File: config.mk
export PLATFORM = sky130hd
export DESIGN_NAME = msq_ctrl
export DESIGN_NICKNAME = d
export VERILOG_FILES = /design/src/rtl/core/msq_pkg.sv /design/src/rtl/core/msq_ctrl.sv
export SDC_FILE = /design/constraint.sdc
export NUM_CORES = 1
export LEC_CHECK = 0
export ABC_AREA = 1
export BUFFER_PORTS_ARGS = -buffer_cell sky130_fd_sc_hd__buf_2
export CAP_MARGIN = 20
export CELL_PAD_IN_SITES_DETAIL_PLACEMENT = 1
export CELL_PAD_IN_SITES_GLOBAL_PLACEMENT = 1
export CORE_ASPECT_RATIO = 1.2
export CORE_UTILIZATION = 30
export CTS_CLUSTER_DIAMETER = 30
export DETAILED_ROUTE_END_ITERATION = 12
export GPL_TIMING_DRIVEN = 0
export PLACE_DENSITY_LB_ADDON = 0.1
export SKIP_LAST_GASP = 1
export SYNTH_ARGS = -nofsm -noshare
export SYNTH_HDL_FRONTEND = slang
export SYNTH_SLANG_ARGS = --single-unit
File: constraint.sdc
create_clock -name i_clk -period 1.18 [get_ports i_clk]
set_input_delay 0.236 -clock i_clk [delete_from_list [all_inputs] [get_ports i_clk]]
set_output_delay 0.236 -clock i_clk [all_outputs]
set_load 0.05 [all_outputs]
File: src/rtl/core/msq_pkg.sv
// ----------------------------------------------------------------------------
// msq_pkg
// Shared types and constants of the melody note sequencer.
// ----------------------------------------------------------------------------
package msq_pkg;

    localparam int CFG_DATA_W     = 9;
    localparam int SONG_LEN_MAX   = 256;
    localparam int HALF_PERIOD_NUM = 500000;
    localparam int LEVEL_BASE     = 200;
    localparam int LEVEL_STEP     = 80;
    localparam int LEVEL_MAX      = 8;
    localparam int FRAME_COUNT    = 6;
    localparam int DIV_STEPS      = 19;
    localparam int DIV_CNT_W      = $clog2(DIV_STEPS);

    typedef enum logic [1:0] {
        CMD_STEP  = 2'd0,
        CMD_TICK  = 2'd1,
        CMD_WRITE = 2'd2,
        CMD_NOP   = 2'd3
    } t_cmd;

    typedef enum logic [0:0] {
        CFG_SONG_START  = 1'b0,
        CFG_SONG_LENGTH = 1'b1
    } t_cfg_idx;

    typedef enum logic [1:0] {
        ACC_HOLD   = 2'd0,
        ACC_NOTE   = 2'd1,
        ACC_PLAY   = 2'd2,
        ACC_REDUCE = 2'd3
    } t_acc_sel;

    typedef struct packed {
        logic [1:0]  cmd;
        logic [31:0] now_ms;
        logic [7:0]  note_addr;
        logic [15:0] note_freq;
        logic [15:0] note_duration;
        logic [7:0]  note_vibe;
    } t_in_item;

    typedef struct packed {
        logic [18:0] half_period_us;
        logic [3:0]  note_level;
        logic        motor_on;
        logic        note_advanced;
        logic [2:0]  dance_frame;
    } t_out_item;

    typedef struct packed {
        logic [15:0] freq;
        logic [15:0] dur;
        logic [7:0]  vibe;
    } t_note;

    typedef struct packed {
        logic     in_ready;
        logic     take;
        t_acc_sel acc_sel;
        logic     ram_we;
        logic     ram_re;
        logic     advance;
        logic     load_note;
        logic     div_step;
        logic     tick;
        logic     out_load;
    } t_ctrl_cmd;

    typedef struct packed {
        logic in_valid;
        t_cmd in_cmd;
        logic acc_ok;
        logic elapsed_ok;
        logic note_rest;
        logic div_last;
        logic out_free;
    } t_ctrl_status;

    // level 0 for a rest, level 1 below the first threshold (360 Hz), then one step per 80 Hz, capped at 8
    function automatic logic [3:0] pitch_level_of(input logic [15:0] freq);
        logic [3:0] lv;
        lv = (freq == 16'd0) ? 4'd0 : 4'd1;
        for (int k = 2; k <= LEVEL_MAX; k++) begin
            if (32'(freq) >= LEVEL_BASE + LEVEL_STEP * k) begin
                lv = 4'(k);
            end
        end
        return lv;
    endfunction

endpackage

File: src/rtl/core/msq_ctrl.sv
// ----------------------------------------------------------------------------
// msq_ctrl
// Sequencing state machine: address reduction, note check, note load,
// divider iterations and result hand-off.
// ----------------------------------------------------------------------------
module msq_ctrl (
    input  logic                  i_clk,
    input  logic                  i_rst_n,
    input  msq_pkg::t_ctrl_status i_status,
    output msq_pkg::t_ctrl_cmd    o_cmd
);

    typedef enum logic [7:0] {
        S_IDLE  = 8'b0000_0001,
        S_WADDR = 8'b0000_0010,
        S_PADDR = 8'b0000_0100,
        S_CHK   = 8'b0000_1000,
        S_NADDR = 8'b0001_0000,
        S_NLOAD = 8'b0010_0000,
        S_DIV   = 8'b0100_0000,
        S_DONE  = 8'b1000_0000
    } t_state;

    t_state             r_state;
    t_state             n_state;
    msq_pkg::t_ctrl_cmd w_cmd;

    always_comb begin
        w_cmd         = '0;
        w_cmd.acc_sel = msq_pkg::ACC_HOLD;
        n_state       = r_state;
        unique case (r_state)
            S_IDLE: begin
                w_cmd.in_ready = 1'b1;
                if (i_status.in_valid) begin
                    w_cmd.take = 1'b1;
                    unique case (i_status.in_cmd)
                        msq_pkg::CMD_STEP: begin
                            w_cmd.acc_sel = msq_pkg::ACC_PLAY;
                            n_state       = S_PADDR;
                        end
                        msq_pkg::CMD_WRITE: begin
                            w_cmd.acc_sel = msq_pkg::ACC_NOTE;
                            n_state       = S_WADDR;
                        end
                        msq_pkg::CMD_TICK: begin
                            w_cmd.tick = 1'b1;
                            n_state    = S_DONE;
                        end
                        default: begin
                            n_state = S_DONE;
                        end
                    endcase
                end
            end
            S_WADDR: begin
                if (i_status.acc_ok) begin
                    w_cmd.ram_we = 1'b1;
                    n_state      = S_DONE;
                end else begin
                    w_cmd.acc_sel = msq_pkg::ACC_REDUCE;
                end
            end
            S_PADDR: begin
                if (i_status.acc_ok) begin
                    w_cmd.ram_re = 1'b1;
                    n_state      = S_CHK;
                end else begin
                    w_cmd.acc_sel = msq_pkg::ACC_REDUCE;
                end
            end
            S_CHK: begin
                if (i_status.elapsed_ok) begin
                    w_cmd.advance = 1'b1;
                    w_cmd.acc_sel = msq_pkg::ACC_PLAY;
                    n_state       = S_NADDR;
                end else begin
                    n_state = S_DONE;
                end
            end
            S_NADDR: begin
                if (i_status.acc_ok) begin
                    w_cmd.ram_re = 1'b1;
                    n_state      = S_NLOAD;
                end else begin
                    w_cmd.acc_sel = msq_pkg::ACC_REDUCE;
                end
            end
            S_NLOAD: begin
                w_cmd.load_note = 1'b1;
                n_state         = i_status.note_rest ? S_DONE : S_DIV;
            end
            S_DIV: begin
                w_cmd.div_step = 1'b1;
                if (i_status.div_last) begin
                    n_state = S_DONE;
                end
            end
            S_DONE: begin
                if (i_status.out_free) begin
                    w_cmd.out_load = 1'b1;
                    n_state        = S_IDLE;
                end
            end
            default: begin
                n_state = S_IDLE;
            end
        endcase
    end

    always_ff @(posedge i_clk) begin
        if (!i_rst_n) begin
            r_state <= S_IDLE;
        end else begin
            r_state <= n_state;
        end
    end

    assign o_cmd = w_cmd;

endmodule

======== After elaboration in Yosys (flattened, before gate mapping) ========
Index checks and enable logic that the tools add are counted.
word-level totals
  register bits ........................... 8
  input port bits ......................... 10
  output and inout port bits .............. 11
  word-level logic and storage cells ...... 49
cells by class
  eq/ne operators ......................... 16
  multiplexer cells ....................... 28
  reduce and logical (&&, ||, !) cells .... 4
operators with widths
  operator              number
  $mux W8               8
  $pmux W8 S8           1
  $pmux W8 S2           1
  $mux W1               12
  $ne A2 B2 Y1 const B  6
  $eq A8 B1 Y1 const B  1
  $eq A8 B2 Y1 const B  1
  $eq A8 B3 Y1 const B  1
  $eq A8 B4 Y1 const B  1
  $eq A8 B5 Y1 const B  1
  $eq A8 B6 Y1 const B  1
  $eq A8 B7 Y1 const B  1
  $eq A8 B8 Y1 const B  1
  $mux W2               3
  $pmux W2 S3           1
  $reduce_and A6 Y1     1
  $pmux W2 S2           1
  $mux W3               1
  $reduce_or A3 Y1      1
  $eq A2 B1 Y1 const B  1
  $eq A2 B2 Y1 const B  1
  $logic_not A2 Y1      1
  $reduce_or A2 Y1      1

======== Logic depth before layout (Yosys ltp) ========
  depth in word-level cells ............... 4
  gate-level depth with buffers ........... 10
  depth with buffers taken out ............ 10

======== Worst setup path before layout ========
Ideal clock, no wire load.
  path kind ............................... register -> output
  start point ............................. reg r_state[2]
  end point ............................... out o_cmd[1] in the netlist's numbering
  arrival time ............................ 2,288 ps
  required time ........................... 944 ps
  setup slack ............................. -1,344 ps
  stages on the path, launching flop included .. 6
  path buffers ............................ 0
  cell sequence ........................... dfxtp_1 > nor2_4 > nand3_2 > nor2_2 > nand2_1 > nor3_1
RTL lines
  item                    RTL line         source
  from (decl)             msq_ctrl.sv:24   t_state r_state;
  from (signal assigned)  msq_ctrl.sv:115  r_state <= n_state;
  to (decl)               msq_ctrl.sv:10   output msq_pkg::t_ctrl_cmd o_cmd

==> reports/qor_table.md <==
| Result | This run | Unit |
|:---|:---|:---|
| Clock transition at the register clock pins on the worst setup and hold paths after CTS | 0.06 | ns |
| Wire length of the first global-routing pass | 4640 | µm |
| Number of buffers created by CTS | 3 | - |
| Pin slew with the least headroom to its limit | 0.270 | ns |
| Number of slew-limit violations in the final report | 0 | - |
| Setup slack after placement | -0.470 | ns |
| Later-pin clock latency in the skew report | 0.27 | ns |
| Critical path peak fanout | 4 | - |
| Distinct cell type count of the synthesized netlist | 20 | - |
| Synth Area per Inst | 6.13 | µm² |
| Endpoints failing setup | 19 | - |
| Leak | 0.000679 | µW |
| Relative slew slack | 0.820 | - |
| Clock tree from TritonCTS | done | - |
| Portion of the post-synthesis area used by sequential elements | 0.225 | - |
| Total DRC errors in the routed layout | 0 | - |
| Maximum Capacitance Violations | 0 | - |
| Largest registers | r_state x8 | - |
| Layout cells sized above 1 | 0.682 | - |
| Maximum number of pins on one net before global-route repair | 8 | - |
| Outcome | finished with violations | - |
| Fillers | 258 | - |
| Number of buffers inserted by hold repair at cts | 0 | - |
| # placed instances | 166 | - |
| IR Drop Worst-Case VDD | 1.23 | mV |
| Number of H-tree levels | 1 | - |
| Via count of the first global-routing pass | 965 | - |
| Initial antenna violation count | 0 | - |
| Antenna Nets Post-Route | 0 | - |
| Instance area after placement | 992 | µm² |
| Max Buffers Root-to-Sink | 2 | - |
| # IOs | 21 | - |
| Crit path capture type | primary output | - |
| Unrepaired setup endpoints after global routing | yes | - |
| Minimum setup slack in the final design | -0.623 | ns |
| Vias/cell | 5.07 | - |
| Violated checks | setup timing | - |
| Total area of multi-input combinational cells | 687 | µm² |
| Hold Vio Cnt, Final | 0 | - |
| Post-synthesis register bit count | 8 | - |
| Die Y-Extent | 55.3 | µm |
| Final-layout worst hold slack | 0.248 | ns |
| Wirelength per Cell | 17.7 | µm |
| Max Fclk | 0.555 | GHz |
| Synth Net Count | 126 | - |
| Category of the worst setup path launch point | flop | - |
| Number of search-and-repair iterations in the first detailed-routing pass | 4 | - |
| EDFF count, synth | 0 | - |
| Power Density | 2360 | nW/µm² |
| Placeable core region | 2140 | µm² |
| Detailed placer's ending HPWL | 1850 | µm |
| Number of standard cells in the final layout excluding fillers | 187 | - |
| Hold WC Path Type | input port to flop | - |
| Drt first-iter violations | 7 | - |
| Required time reported for the critical path endpoint | 0.94 | ns |
| Number of buffers inserted by port buffering | 20 | - |
| Syn Inst Count | 116 | - |
| Final weighted congestion in routability-driven placement | 0.727 | - |
| Setup Crit Path Kind | flop to primary output | - |
| Number of vias in the routed layout | 948 | - |
| Diodes inserted | 0 | - |
| Die X | 46.4 | µm |
| Total standard cell area after synthesis | 711 | µm² |
| Largest Register | r_state | - |
| Total number of clock tree sinks | 8 | - |
| Congestion Overflow GR | 0 | - |
| Layout overhead on the synthesized area | 92.4 | % |
| Die ar. | 2570 | µm² |
| Ys flop type | sky130_fd_sc_hd__dfxtp_1 | - |
| Master cell of the clock root buffer | sky130_fd_sc_hd__clkbuf_4 | - |
| Post-layout nets | 169 | - |
| All-layer global routing usage | 0.253 | - |
| Initial Util | 0.332 | - |
| DRT Wirelength | 3310 | µm |
| Post-route clock period utilization | 1.53 | - |
| Final instance area | 1370 | µm² |
| Synthesis Warnings | 0 | - |
| Min cycle time layout | 1.80 | ns |
| Row count | 18 | - |
| Worst clock skew | 0.00164 | ns |
| Fraction of synthesis flops using an asynchronous set or reset pin | 0 | - |
| Flip-flop count of the largest register after layout | 8 | - |
| Flip-flop and latch area | 173 | µm² |
| Arrival time worst endpoint | 1.57 | ns |
-- final cells by class --
class / count / area share
Sequential cell: 8 / 0.126
Tap cell: 30 / 0.0274
Multi-Input combinational cell: 86 / 0.502
Inverter: 22 / 0.0714
Clock buffer: 3 / 0.0165
Timing Repair Buffer: 38 / 0.256
-- worst paths after layout --
kind	slack, ns	end	cells after the start	start
max	-0.62	o_cmd[8]	6	r_state[5]
min	0.25	r_state[0]	2	i_rst_n
max reg2reg	-0.52	r_state[7]	11	r_state[0]
min reg2reg	0.56	r_state[2]	2	r_state[2]
-- metrics by stage --
stage / power (µW) / utilization / setup TNS (ns)
after floorplan: 1760 / - / -3.94
after global placement: 2030 / 0.464 / -4.23
after detailed placement: 2070 / 0.464 / -4.66
after CTS: 2790 / 0.594 / -7.30
after global routing: 3400 / 0.639 / -9.35
final: 3220 / 0.639 / -8.37
-- worst max-delay path: stages (launching register included) --
cell and delay, ns:
sky130_fd_sc_hd__dfxtp_4 0.36, sky130_fd_sc_hd__nor2_4 0.18, sky130_fd_sc_hd__nand2_4 0.12, sky130_fd_sc_hd__nor3_4 0.24, sky130_fd_sc_hd__nand3_1 0.11, sky130_fd_sc_hd__nand3b_1 0.12
sky130_fd_sc_hd__buf_6 0.17
-- repair_timing --
action | CTS | global route
setup endpoints to repair | 18 | 19
pin swaps | 26 | 10
buffers inserted | 15 | 4
gates resized for setup | 41 | 21
-- logic make-up after synthesis --
| kind of cell | after synthesis | synth area share |
|---|---|---|
| DFF | 8 | 0.225 |
| and+or+nand+nor | 84 | 0.634 |
| AOI/OAI and AO/OA | 2 | 0.0176 |
| buffers and inverters | 22 | 0.123 |
-- power breakdown --
| part | switching [µW] | total [µW] | leakage, µW | internal [µW] |
|---|---|---|---|---|
| combinational | 1520 | 2550 | 0.000596 | 1020 |
| clock | 118 | 236 | 0.0000138 | 118 |
| sequential | 98.2 | 442 | 0.0000685 | 344 |
| total | 1740 | 3220 | 0.000679 | 1480 |
-- cell usage in the layout (no fill, tap or decap), drive strengths merged --
cell type,n
nand3,14
dfxtp,8
nand2,33
nor3,4
inv,22
o21a,1
nand3b,1
nor4,2
nand4,1
buf,38
clkbuf,3
a21oi,1
nor2,29
-- routing by layer --
metal	routed length (µm)	track usage	vias up
li1	-	-	440
met1	1210	0.283	464
met2	1880	0.470	28
met3	61	0.0261	16
met4	152	0.0672	0
met5	0	0	-
-- synthesized netlist by cell type (2+ instances only) --
master,number,share of area
sky130_fd_sc_hd__nor3_2,2,0.028
sky130_fd_sc_hd__dfxtp_1,8,0.23
sky130_fd_sc_hd__inv_4,2,0.018
sky130_fd_sc_hd__nand3_2,3,0.042
sky130_fd_sc_hd__nor4_1,2,0.018
sky130_fd_sc_hd__nand2_1,27,0.14
sky130_fd_sc_hd__nand2_2,2,0.018
sky130_fd_sc_hd__nand2_4,4,0.063
sky130_fd_sc_hd__inv_2,2,0.011
sky130_fd_sc_hd__nor2_4,2,0.032
sky130_fd_sc_hd__nor2_2,6,0.053
sky130_fd_sc_hd__nor2_1,21,0.11
sky130_fd_sc_hd__nand3_1,11,0.077
sky130_fd_sc_hd__inv_1,18,0.095
(Power assumes the default switching activity.)
